### src/sv/fbb_pkg.sv
package fbb_pkg;

	localparam int ROW_BYTES    = 64;
	localparam int ROW_SHIFT    = $clog2(ROW_BYTES);
	localparam int ROW_COUNT    = 96;
	localparam int BUFFER_BYTES = ROW_BYTES * ROW_COUNT;
	localparam int STORE_DEPTH  = 2 * BUFFER_BYTES;
	localparam int ADDR_W       = $clog2(STORE_DEPTH);
	localparam int OFF_W        = 15;
	localparam int BLIT_W       = 13;

	typedef enum logic [2:0] {
		ACT_PLOT       = 3'd0,
		ACT_PAIR       = 3'd1,
		ACT_FILL       = 3'd2,
		ACT_BLIT_START = 3'd3,
		ACT_BLIT_DATA  = 3'd4,
		ACT_SCROLL     = 3'd5,
		ACT_SWAP       = 3'd6,
		ACT_READ       = 3'd7
	} action_t;

	typedef enum logic [2:0] {
		ST_IDLE = 3'b001,
		ST_WALK = 3'b010,
		ST_DONE = 3'b100
	} state_t;

	typedef struct packed {
		action_t    action;
		logic [6:0] pixel_x;
		logic [5:0] pair_column;
		logic [6:0] row;
		logic [6:0] width_pairs;
		logic [6:0] height_rows;
		logic [7:0] data_value;
		logic       buffer_select;
	} item_t;

	typedef struct packed {
		logic [7:0] read_data;
		logic       drawing;
		logic       oor;
	} result_t;

endpackage

### src/sv/fbb_engine.sv
module fbb_engine (
	input  logic                      clk,
	input  logic                      arst_n,
	input  fbb_pkg::item_t            item,
	input  logic                      start,
	output logic                      ready,
	output logic                      done,
	input  logic                      ack,
	output fbb_pkg::result_t          res,
	output logic                      mem_we,
	output logic [fbb_pkg::ADDR_W-1:0] mem_waddr,
	output logic [7:0]                mem_wdata,
	output logic                      mem_re,
	output logic [fbb_pkg::ADDR_W-1:0] mem_raddr,
	input  logic [7:0]                mem_rdata
);

	localparam int OW = fbb_pkg::OFF_W;
	localparam int AW = fbb_pkg::ADDR_W;
	localparam int BW = fbb_pkg::BLIT_W;
	localparam logic [OW-1:0] BUF_END   = OW'(fbb_pkg::BUFFER_BYTES);
	localparam logic [OW-1:0] ROW_STEP  = OW'(fbb_pkg::ROW_BYTES);
	localparam logic [AW-1:0] BUF_BASE  = AW'(fbb_pkg::BUFFER_BYTES);
	localparam logic [BW-1:0] BLIT_END  = BW'(fbb_pkg::BUFFER_BYTES);
	localparam logic [BW-1:0] BLIT_STEP = BW'(fbb_pkg::ROW_BYTES);

	fbb_pkg::state_t  state_q;
	fbb_pkg::action_t op_q;
	logic [OW-1:0]    row_base_q;
	logic [6:0]       col_q;
	logic [6:0]       row_q;
	logic [6:0]       w_q;
	logic [6:0]       h_q;
	logic [7:0]       val_q;
	logic             buf_q;
	logic             drawing_q;
	logic [7:0]       rdata_q;
	logic             oor_q;

	logic [BW-1:0]    blit_addr_q;
	logic [6:0]       blit_col_q;
	logic [6:0]       blit_width_q;
	logic [6:0]       blit_rows_q;

	logic             vld_s1;
	logic             rd_s1;
	logic             we_s1;
	logic             oor_s1;
	logic [AW-1:0]    waddr_s1;
	logic             fwd_s1;
	logic [7:0]       fwd_data_s1;

	// item decode
	logic [OW-1:0]    base;
	logic [OW-1:0]    plot_off;
	logic [OW-1:0]    blit_off;
	logic             blit_active;
	logic             sel_buf;
	logic [OW-1:0]    ld_start;
	logic [6:0]       ld_w;
	logic [6:0]       ld_h;
	logic             ld_empty;
	logic [7:0]       ld_val;
	logic             ld_buf;

	always_comb begin
		base        = OW'(item.pair_column) + (OW'(item.row) << fbb_pkg::ROW_SHIFT);
		plot_off    = OW'(item.pixel_x[6:1]) + (OW'(item.row) << fbb_pkg::ROW_SHIFT);
		blit_off    = OW'(blit_addr_q) + OW'(blit_col_q);
		blit_active = (blit_rows_q != 7'd0) && (blit_width_q != 7'd0);
		sel_buf     = item.buffer_select ? ~drawing_q : drawing_q;
		ld_start    = base;
		ld_w        = 7'd1;
		ld_h        = 7'd1;
		ld_empty    = 1'b0;
		ld_val      = item.data_value;
		ld_buf      = drawing_q;
		unique case (item.action) inside
			fbb_pkg::ACT_PLOT: begin
				ld_start = plot_off;
				ld_val   = item.pixel_x[0] ? {4'h0, item.data_value[3:0]}
				                           : {item.data_value[3:0], 4'h0};
			end
			fbb_pkg::ACT_PAIR: begin
			end
			fbb_pkg::ACT_FILL: begin
				ld_w     = item.width_pairs;
				ld_h     = item.height_rows;
				ld_empty = (item.width_pairs == 7'd0) || (item.height_rows == 7'd0);
			end
			fbb_pkg::ACT_BLIT_START, fbb_pkg::ACT_SWAP: begin
				ld_empty = 1'b1;
			end
			fbb_pkg::ACT_BLIT_DATA: begin
				ld_start = blit_off;
				ld_empty = !blit_active;
			end
			fbb_pkg::ACT_SCROLL: begin
				ld_w     = item.width_pairs;
				ld_h     = item.height_rows;
				ld_empty = (item.width_pairs == 7'd0) || (item.height_rows == 7'd0);
				ld_buf   = sel_buf;
			end
			fbb_pkg::ACT_READ: begin
				ld_buf = sel_buf;
			end
		endcase
	end

	// element issue
	logic [OW-1:0] off;
	logic [OW-1:0] src;
	logic          last_row;
	logic          last_col;
	logic          needs_read;
	logic          writes;
	logic          src_ok;
	logic          dst_ok;
	logic          issue;
	logic [7:0]    old;
	logic [7:0]    rd_val;

	always_comb begin
		off        = row_base_q + OW'(col_q);
		last_row   = (row_q + 7'd1) == h_q;
		last_col   = (col_q + 7'd1) == w_q;
		src        = (op_q == fbb_pkg::ACT_SCROLL) ? off + ROW_STEP : off;
		needs_read = (op_q == fbb_pkg::ACT_PLOT) || (op_q == fbb_pkg::ACT_READ) ||
		             ((op_q == fbb_pkg::ACT_SCROLL) && !last_row);
		writes     = op_q != fbb_pkg::ACT_READ;
		src_ok     = src < BUF_END;
		dst_ok     = off < BUF_END;
		issue      = state_q == fbb_pkg::ST_WALK;
		mem_re     = issue && needs_read && src_ok;
		mem_raddr  = AW'(src) + (buf_q ? BUF_BASE : '0);
	end

	always_comb begin
		old = 8'h00;
		if (rd_s1) begin
			old = fwd_s1 ? fwd_data_s1 : mem_rdata;
		end
		case (op_q)
			fbb_pkg::ACT_PLOT:   mem_wdata = old | val_q;
			fbb_pkg::ACT_SCROLL: mem_wdata = old;
			default:             mem_wdata = val_q;
		endcase
		rd_val    = (op_q == fbb_pkg::ACT_READ) ? old : 8'h00;
		mem_we    = vld_s1 && we_s1;
		mem_waddr = waddr_s1;
	end

	assign ready         = (state_q == fbb_pkg::ST_IDLE) ||
	                       ((state_q == fbb_pkg::ST_DONE) && ack);
	assign done          = state_q == fbb_pkg::ST_DONE;
	assign res.read_data = vld_s1 ? rd_val : rdata_q;
	assign res.drawing   = drawing_q;
	assign res.oor       = oor_q || (vld_s1 && oor_s1);

	always_ff @(posedge clk or negedge arst_n) begin
		if (!arst_n) begin
			state_q <= fbb_pkg::ST_IDLE;
		end else begin
			unique case (state_q)
				fbb_pkg::ST_IDLE: begin
					if (start) begin
						state_q <= ld_empty ? fbb_pkg::ST_DONE : fbb_pkg::ST_WALK;
					end
				end
				fbb_pkg::ST_WALK: begin
					if (last_row && last_col) begin
						state_q <= fbb_pkg::ST_DONE;
					end
				end
				fbb_pkg::ST_DONE: begin
					if (start) begin
						state_q <= ld_empty ? fbb_pkg::ST_DONE : fbb_pkg::ST_WALK;
					end else if (ack) begin
						state_q <= fbb_pkg::ST_IDLE;
					end
				end
			endcase
		end
	end

	// item context and walk counters
	always_ff @(posedge clk) begin
		if (start) begin
			op_q       <= item.action;
			row_base_q <= ld_start;
			col_q      <= 7'd0;
			row_q      <= 7'd0;
			w_q        <= ld_w;
			h_q        <= ld_h;
			val_q      <= ld_val;
			buf_q      <= ld_buf;
		end else if (issue) begin
			if (last_col) begin
				col_q      <= 7'd0;
				row_q      <= row_q + 7'd1;
				row_base_q <= row_base_q + ROW_STEP;
			end else begin
				col_q <= col_q + 7'd1;
			end
		end
	end

	always_ff @(posedge clk or negedge arst_n) begin
		if (!arst_n) begin
			drawing_q    <= 1'b1;
			blit_addr_q  <= '0;
			blit_col_q   <= 7'd0;
			blit_width_q <= 7'd0;
			blit_rows_q  <= 7'd0;
			rdata_q      <= 8'h00;
			oor_q        <= 1'b0;
			vld_s1       <= 1'b0;
		end else begin
			vld_s1 <= issue;
			if (start) begin
				rdata_q <= 8'h00;
				oor_q   <= 1'b0;
				if (item.action == fbb_pkg::ACT_SWAP) begin
					drawing_q <= ~drawing_q;
				end
				if (item.action == fbb_pkg::ACT_BLIT_START) begin
					blit_addr_q  <= (base < BUF_END) ? BW'(base) : BLIT_END;
					blit_col_q   <= 7'd0;
					blit_width_q <= item.width_pairs;
					blit_rows_q  <= item.height_rows;
				end
				if ((item.action == fbb_pkg::ACT_BLIT_DATA) && blit_active) begin
					if ({1'b0, blit_col_q} + 8'd1 >= {1'b0, blit_width_q}) begin
						blit_col_q  <= 7'd0;
						blit_rows_q <= blit_rows_q - 7'd1;
						blit_addr_q <= (blit_addr_q + BLIT_STEP > BLIT_END) ? BLIT_END :
						               blit_addr_q + BLIT_STEP;
					end else begin
						blit_col_q <= blit_col_q + 7'd1;
					end
				end
			end else if (vld_s1) begin
				rdata_q <= rd_val;
				oor_q   <= oor_q || oor_s1;
			end
		end
	end

	// second stage: read data arrives, write back
	always_ff @(posedge clk) begin
		rd_s1       <= needs_read && src_ok;
		we_s1       <= writes && dst_ok;
		oor_s1      <= writes && !dst_ok;
		waddr_s1    <= AW'(off) + (buf_q ? BUF_BASE : '0);
		fwd_s1      <= mem_we && (mem_waddr == mem_raddr);
		fwd_data_s1 <= mem_wdata;
	end

endmodule

### config.mk
export PLATFORM = sky130hd
export DESIGN_NAME = fbb_engine
export DESIGN_NICKNAME = d
export VERILOG_FILES = /design/src/sv/fbb_pkg.sv /design/src/sv/fbb_engine.sv
export SDC_FILE = /design/constraint.sdc
export NUM_CORES = 1
export LEC_CHECK = 0
export ABC_CLOCK_PERIOD_IN_PS = 6650
export BUFFER_PORTS_ARGS = -buffer_cell sky130_fd_sc_hd__buf_2
export CAP_MARGIN = 0
export CORE_ASPECT_RATIO = 1.75
export CORE_MARGIN = 2
export CORE_UTILIZATION = 65
export CTS_BUF_LIST = sky130_fd_sc_hd__clkbuf_8
export DETAILED_ROUTE_END_ITERATION = 6
export PLACE_DENSITY = 0.95
export SYNTH_ARGS = -nofsm -noshare
export SYNTH_HDL_FRONTEND = slang
export SYNTH_SLANG_ARGS = --single-unit
### constraint.sdc
create_clock -name clk -period 6.65 [get_ports clk]
set_input_delay 1.33 -clock clk [delete_from_list [all_inputs] [get_ports clk]]
set_output_delay 1.33 -clock clk [all_outputs]
set_load 0.01 [all_outputs]
== Word-level counts from Yosys, hierarchy flattened ==
Cells that the tools add are included.
W data, S select, Z words.

* Add/sub/neg operators: 14
* Order comparisons: 5
* Eq/ne operators: 18
* Mux-type cells: 37
* Bitwise logic cells: 2
* Reduce and logical (&&, ||, !) cells: 41

{| class="wikitable"
|+ Operators by type and width
! operator !! count
|-
| $mux W13 || 6
|-
| $mux W15 || 4
|-
| $mux W8 || 7
|-
| $mux W7 || 7
|-
| $add A15 B7 Y15 const B || 2
|-
| $lt A15 B13 Y1 const B || 2
|-
| $pmux W15 S2 || 1
|-
| $add A6 B13 Y14 || 2
|-
| $add A7 B1 Y7 const B || 3
|-
| $eq A3 B3 Y1 const B || 7
|-
| $pmux W8 S2 || 1
|-
| $add A15 B7 Y15 || 1
|-
| $mux W3 || 5
|-
| $add A13 B7 Y14 || 1
|-
| $add A14 B13 Y14 || 1
|-
| $add A14 B14 Y14 || 1
|-
| $eq A14 B14 Y1 || 1
|-
| $eq A7 B7 Y1 || 2
|-
| $logic_not A7 Y1 || 2
|-
| $lt A14 B13 Y1 const B || 1
|-
| $reduce_bool A7 Y1 || 2
|-
| $add A13 B7 Y13 const B || 1
|-
| $gt A13 B13 Y1 const B || 1
|-
| $logic_and A1 B1 Y1 || 13
|-
| 21 further kinds || 43
|}

* Register bits after elaboration: 129
* Input port bits: 58
* Output and inout bits: 50
* Logic and storage cells: 140

== Longest topological paths before layout ==
* Word-level depth: 7
* Depth in mapped cells: 17
* Gate-level depth less buffers: 17

== Worst setup path before layout ==
No wires, ideal clock.

* Path kind: reg-to-output
* Start point: register row_base_q[0]
* End point: output port mem_raddr[13] (netlist name)
* Arrival time: 3.422 ns
* Data required time: 5.320 ns
* Path slack: 1.898 ns
* Stages on the path, launching flop included: 15
* Path buffers: 0
* Path through: edfxtp_1 -> ha_1 -> fa_1 -> a211oi_2 -> o21bai_1 -> a21oi_1 -> xor2_1 -> inv_1 -> ha_1 -> nand3_1 -> nor4_1 -> xnor2_1 -> fa_1 -> xnor2_1 -> xnor2_1

* Cells in the longest elaborated chain, start to end: 4

{| class="wikitable"
|+ Ends and longest elaborated chain
! item !! RTL line !! RTL
|-
| start: declaration || fbb_engine.sv:29 || <nowiki>logic [OW-1:0] row_base_q;</nowiki>
|-
| start signal: assignment || fbb_engine.sv:190 || <nowiki>row_base_q <= ld_start;</nowiki>
|-
| start signal: assignment || fbb_engine.sv:201 || <nowiki>row_base_q <= row_base_q + ROW_STEP;</nowiki>
|-
| $add A15 B7 Y15 (*) || fbb_engine.sv:124 || <nowiki>off = row_base_q + OW'(col_q);</nowiki>
|-
| named net off[6] || fbb_engine.sv:111 || <nowiki>logic [OW-1:0] off;</nowiki>
|-
| $add A15 B7 Y15 || fbb_engine.sv:127 || <nowiki>src = (op_q == fbb_pkg::ACT_SCROLL) ? off + ROW_STEP : off;</nowiki>
|-
| $mux W15 (*) || fbb_engine.sv:127 ||
|-
| $add A14 B14 Y14 (*) || fbb_engine.sv:135 || <nowiki>mem_raddr = AW'(src) + (buf_q ? BUF_BASE : '0);</nowiki>
|-
| end: declaration || fbb_engine.sv:14 || <nowiki>output logic [fbb_pkg::ADDR_W-1:0] mem_raddr,</nowiki>
|}

The timed path passes the listed nets; every way through them passes the cells marked *.

== Final worst setup path ==
* Start point: register col_q[0]
* End point: output port mem_raddr[13] (netlist name)

* Cells in the longest elaborated chain, start to end: 4

{| class="wikitable"
|+ Ends and longest elaborated chain
! item !! RTL line !! RTL
|-
| start: declaration || fbb_engine.sv:30 || <nowiki>logic [6:0] col_q;</nowiki>
|-
| start signal: assignment || fbb_engine.sv:203 || <nowiki>col_q <= col_q + 7'd1;</nowiki>
|-
| $add A15 B7 Y15 (*) || fbb_engine.sv:124 ||
|-
| named net off[6] || fbb_engine.sv:111 ||
|-
| $add A15 B7 Y15 || fbb_engine.sv:127 ||
|-
| $mux W15 (*) || fbb_engine.sv:127 ||
|-
| $add A14 B14 Y14 (*) || fbb_engine.sv:135 ||
|}

Marks and branches as above.

==> results_dict.tcl <==
set metrics [dict create \
    clk_path_buf_depth 2 \
    ys_ff_latch 129 \
    syn_area_per_cell_sq_um 9.38 \
    crit_path_start_kind "flip-flop" \
    crit_path_max_fanout 7 \
    num_rows 53 \
    status "finished clean" \
    grt_max_degree 49 \
    critical_path_class "reg2out" \
    fmax_ghz 0.176 \
    grt_pass1_vias 6716 \
    dp_hpwl_mm 14.6 \
    clock_sinks 129 \
    area_growth_pct 12.4 \
    finalHoldViolCount 0 \
    fin_crit_sh_pct 85.2 \
    yosysSeqAreaShare_pct 41.3 \
    core-area_sq_um 11900 \
    numCtsBuffers 17 \
    async_reset_ff_share_pct 37.2 \
    cts_setup_buffers 0 \
    cts_hold_buf 0 \
    finClkSkew_ns 0.0137 \
    endpoint_kind "primary output" \
    power_density_nw_per_um2 279 \
    synthCells 835 \
    initial_utilization_pct 66.0 \
    post_cts_resized 0 \
    route.detailed.drc 0 \
    fp.dieW_microns 87.0 \
    cts_root_buf "clkbuf_8" \
    clk_latency_ns 0.45 \
    die-area_sq_um 13000 \
    grt_pass1_wl_mm 31.9 \
    synth_enable_flop_cells 41 \
    routedWlPerCell_microns 18.6 \
    drv_slew 0 \
    hp-class "reg2reg" \
    setup_viol 0 \
    drt_first_pass_iters 7 \
    synth.distinct_cells 75 \
    required_ns 5.32 \
    routed_via_density 6.32 \
    hold_slack_ns 0.474 \
    grt_remaining_overflow 0 \
    wl_mm 20.0 \
    nNetsFinal 1018 \
    gp_congestion 0.932 \
    first_iter_violations 555 \
    worst_pin_slew_ns 1.21 \
    num_vias 6791 \
    synth_nets 929 \
    grt_usage_pct 31.6 \
    drive_gt1_share_pct 19.4 \
    ios 108 \
    rsz0062_at_grt "false" \
    crit_arrival_ns 4.34 \
    io_buffer_count 107 \
    ys.warnings.count 0 \
    path_clk_slew_ns 0.09 \
    die_h_microns 149 \
    synth-main-ff-cell "dfrtp_1" \
    syn_area_sq_um 7840 \
    cts_tree "yes" \
    cts_max_level 4 \
    ir_drop_mv 0.225 \
    ant_nets 0 \
    grt_antenna_before_repair 0 \
    r2r_setup_slack_ns 1.92 \
    max_cap_violations 0 \
    power_leakage_nw 3.70 \
    slew_headroom_pct 18.2 \
    diodes 0 \
    finalSetupTns_ns 0 \
    post-route-min-period_ns 5.67 \
]
-- layer usage --
metal	vias up	part of all wire [%]	global-route usage [%]	wire, microns
met3	109	5.3	6.31	1070
met5	-	0	0	0
li1	3197	-	-	-
met1	3161	34	31.6	6870
met2	324	53	55.9	10500
met4	0	7.8	23.8	1550
-- power by group --
group / internal, W / switching, W / leakage, nW / total (W)
Combinational: 0.000271 / 0.000375 / 2.15 / 0.000646
Sequential: 0.000937 / 0.000123 / 1.33 / 0.00106
Clock: 0.000412 / 0.000334 / 0.217 / 0.000747
-- cell usage in the layout, fill, tap and decap left out, types with 5 or more instances in the layout --
cell and n:
o22ai_1 7, nor4_1 10, nand3_1 33, a21o_1 5, xnor2_1 45, a211oi_1 8, buf_2 107, or2_2 5
and3_1 8, nand4_1 8, and2_1 23, nand2_1 78, ha_1 32, dfxtp_1 40, nor2b_1 11, edfxtp_1 41
a31oi_1 8, inv_1 32, o31ai_1 5, or4_1 5, o2bb2ai_1 8, and4_1 5, dfrtp_1 46, nor3_1 24
xor2_1 33, nand2b_1 10, clkbuf_8 17, a21oi_1 42, mux2_2 16, or3_1 6, a22o_1 10, nor2_1 56
o21ai_0 56, buf_4 5
-- cell usage after synthesis (4+ instances only) --
| library cell | count | area share (%) |
|---|---|---|
| o22ai_1 | 7 | 0.56 |
| o2bb2ai_1 | 8 | 0.89 |
| or4_1 | 5 | 0.48 |
| and2_1 | 23 | 1.8 |
| o31ai_1 | 5 | 0.48 |
| nand4_1 | 8 | 0.64 |
| mux2i_1 | 4 | 0.51 |
| buf_4 | 7 | 0.67 |
| nor3b_1 | 4 | 0.38 |
| nand2b_1 | 10 | 0.80 |
| nand3_1 | 33 | 2.1 |
| or3_1 | 6 | 0.48 |
| ha_1 | 32 | 5.1 |
| dfxtp_1 | 40 | 10 |
| a21o_1 | 5 | 0.48 |
| xor2_1 | 33 | 3.7 |
| clkbuf_1 | 30 | 1.4 |
| and3_1 | 8 | 0.64 |
| nor2_1 | 56 | 2.7 |
| nor3_1 | 24 | 1.5 |
| nand3b_1 | 4 | 0.38 |
| buf_6 | 4 | 0.57 |
| a21oi_1 | 42 | 2.7 |
| edfxtp_1 | 41 | 16 |
| a31oi_1 | 8 | 0.64 |
| dfrtp_1 | 46 | 15 |
| nand2_1 | 78 | 3.7 |
| a211oi_1 | 8 | 0.77 |
| o21ai_0 | 56 | 3.6 |
| inv_1 | 32 | 1.5 |
| o21ai_1 | 4 | 0.26 |
| fa_1 | 4 | 1.0 |
| a22o_1 | 10 | 1.1 |
| and4_1 | 5 | 0.56 |
| mux2_2 | 16 | 2.3 |
| xnor2_1 | 45 | 5.0 |
| nor4_1 | 10 | 0.80 |
| nor2b_1 | 11 | 0.88 |
| or2_2 | 5 | 0.40 |
-- logic make-up after synthesis --
group,count (synthesis),share of synthesized area (%)
AND/OR/NAND/NOR,299,19.5
XOR/XNOR,82,9.79
multiplexers,20,2.81
flip-flops,129,41.3
AO/OA/AOI/OAI,193,16.1
buffers and inverters,76,4.38
adder cells (fa/ha/maj),36,6.13
-- final cells by class --
| class | count | area [sq um] |
|---|---|---|
| Clock buffer | 17 | 234 |
| Clock inverter | 15 | 206 |
| Fill cell | 802 | 3070 |
| Inverter | 34 | 128 |
| Multi-Input combinational cell | 630 | 4260 |
| Sequential cell | 129 | 3240 |
| Tap cell | 137 | 171 |
| Timing Repair Buffer | 112 | 573 |
-- through the flow --
stage | setup WS (ns) | utilization [%] | instances | instance area [sq um] | power (W)
after CTS | 1.01 | 74.2 | 1074 | 8800 | 0.00244
after global routing | 0.617 | 74.2 | 1074 | 8800 | 0.00256
after detailed placement | 1.51 | 70.5 | 1042 | 8360 | 0.00170
final | 0.982 | 74.2 | 1074 | 8800 | 0.00245
after floorplan | 1.90 | - | 835 | 7840 | 0.00150
after global placement | 1.61 | 70.5 | 1042 | 8360 | 0.00167
-- worst max-delay path, stage by stage (launching register included) --
cell	delay, ns
dfxtp_1	0.39
ha_1	0.24
fa_1	0.42
a211oi_2	0.37
o21bai_1	0.13
a21oi_1	0.20
xor2_1	0.35
inv_1	0.14
ha_1	0.22
nand3_1	0.18
nor4_1	0.10
xnor2_1	0.18
fa_1	0.42
xnor2_1	0.26
xnor2_1	0.14
buf_2	0.14
-- path summary, 6_finish.rpt --
path / end / cells after the start / from
min: fwd_data_s1[7] / 2 / val_q[7]
min in group asynchronous: blit_addr_q[3] / 2 / arst_n
min reg2reg: fwd_data_s1[7] / 2 / val_q[7]
max reg2reg: fwd_s1 / 17 / col_q[0]
max: mem_raddr[13] / 15 / col_q[0]
max in group asynchronous: blit_rows_q[5] / 2 / arst_n
-- sequential cells by signal, indices dropped and copies added, names as in the netlist, 3 cells and up --
signal and count:
row_base_q 15, mem_waddr 14, blit_addr_q 13, fwd_data_s1 8, rdata_q 8, val_q 8, blit_col_q 7, blit_rows_q 7
blit_width_q 7, col_q 7, h_q 7, row_q 7, w_q 7, op_q 3, state_q 3
Note: power is estimated with default switching activity, not from simulation.
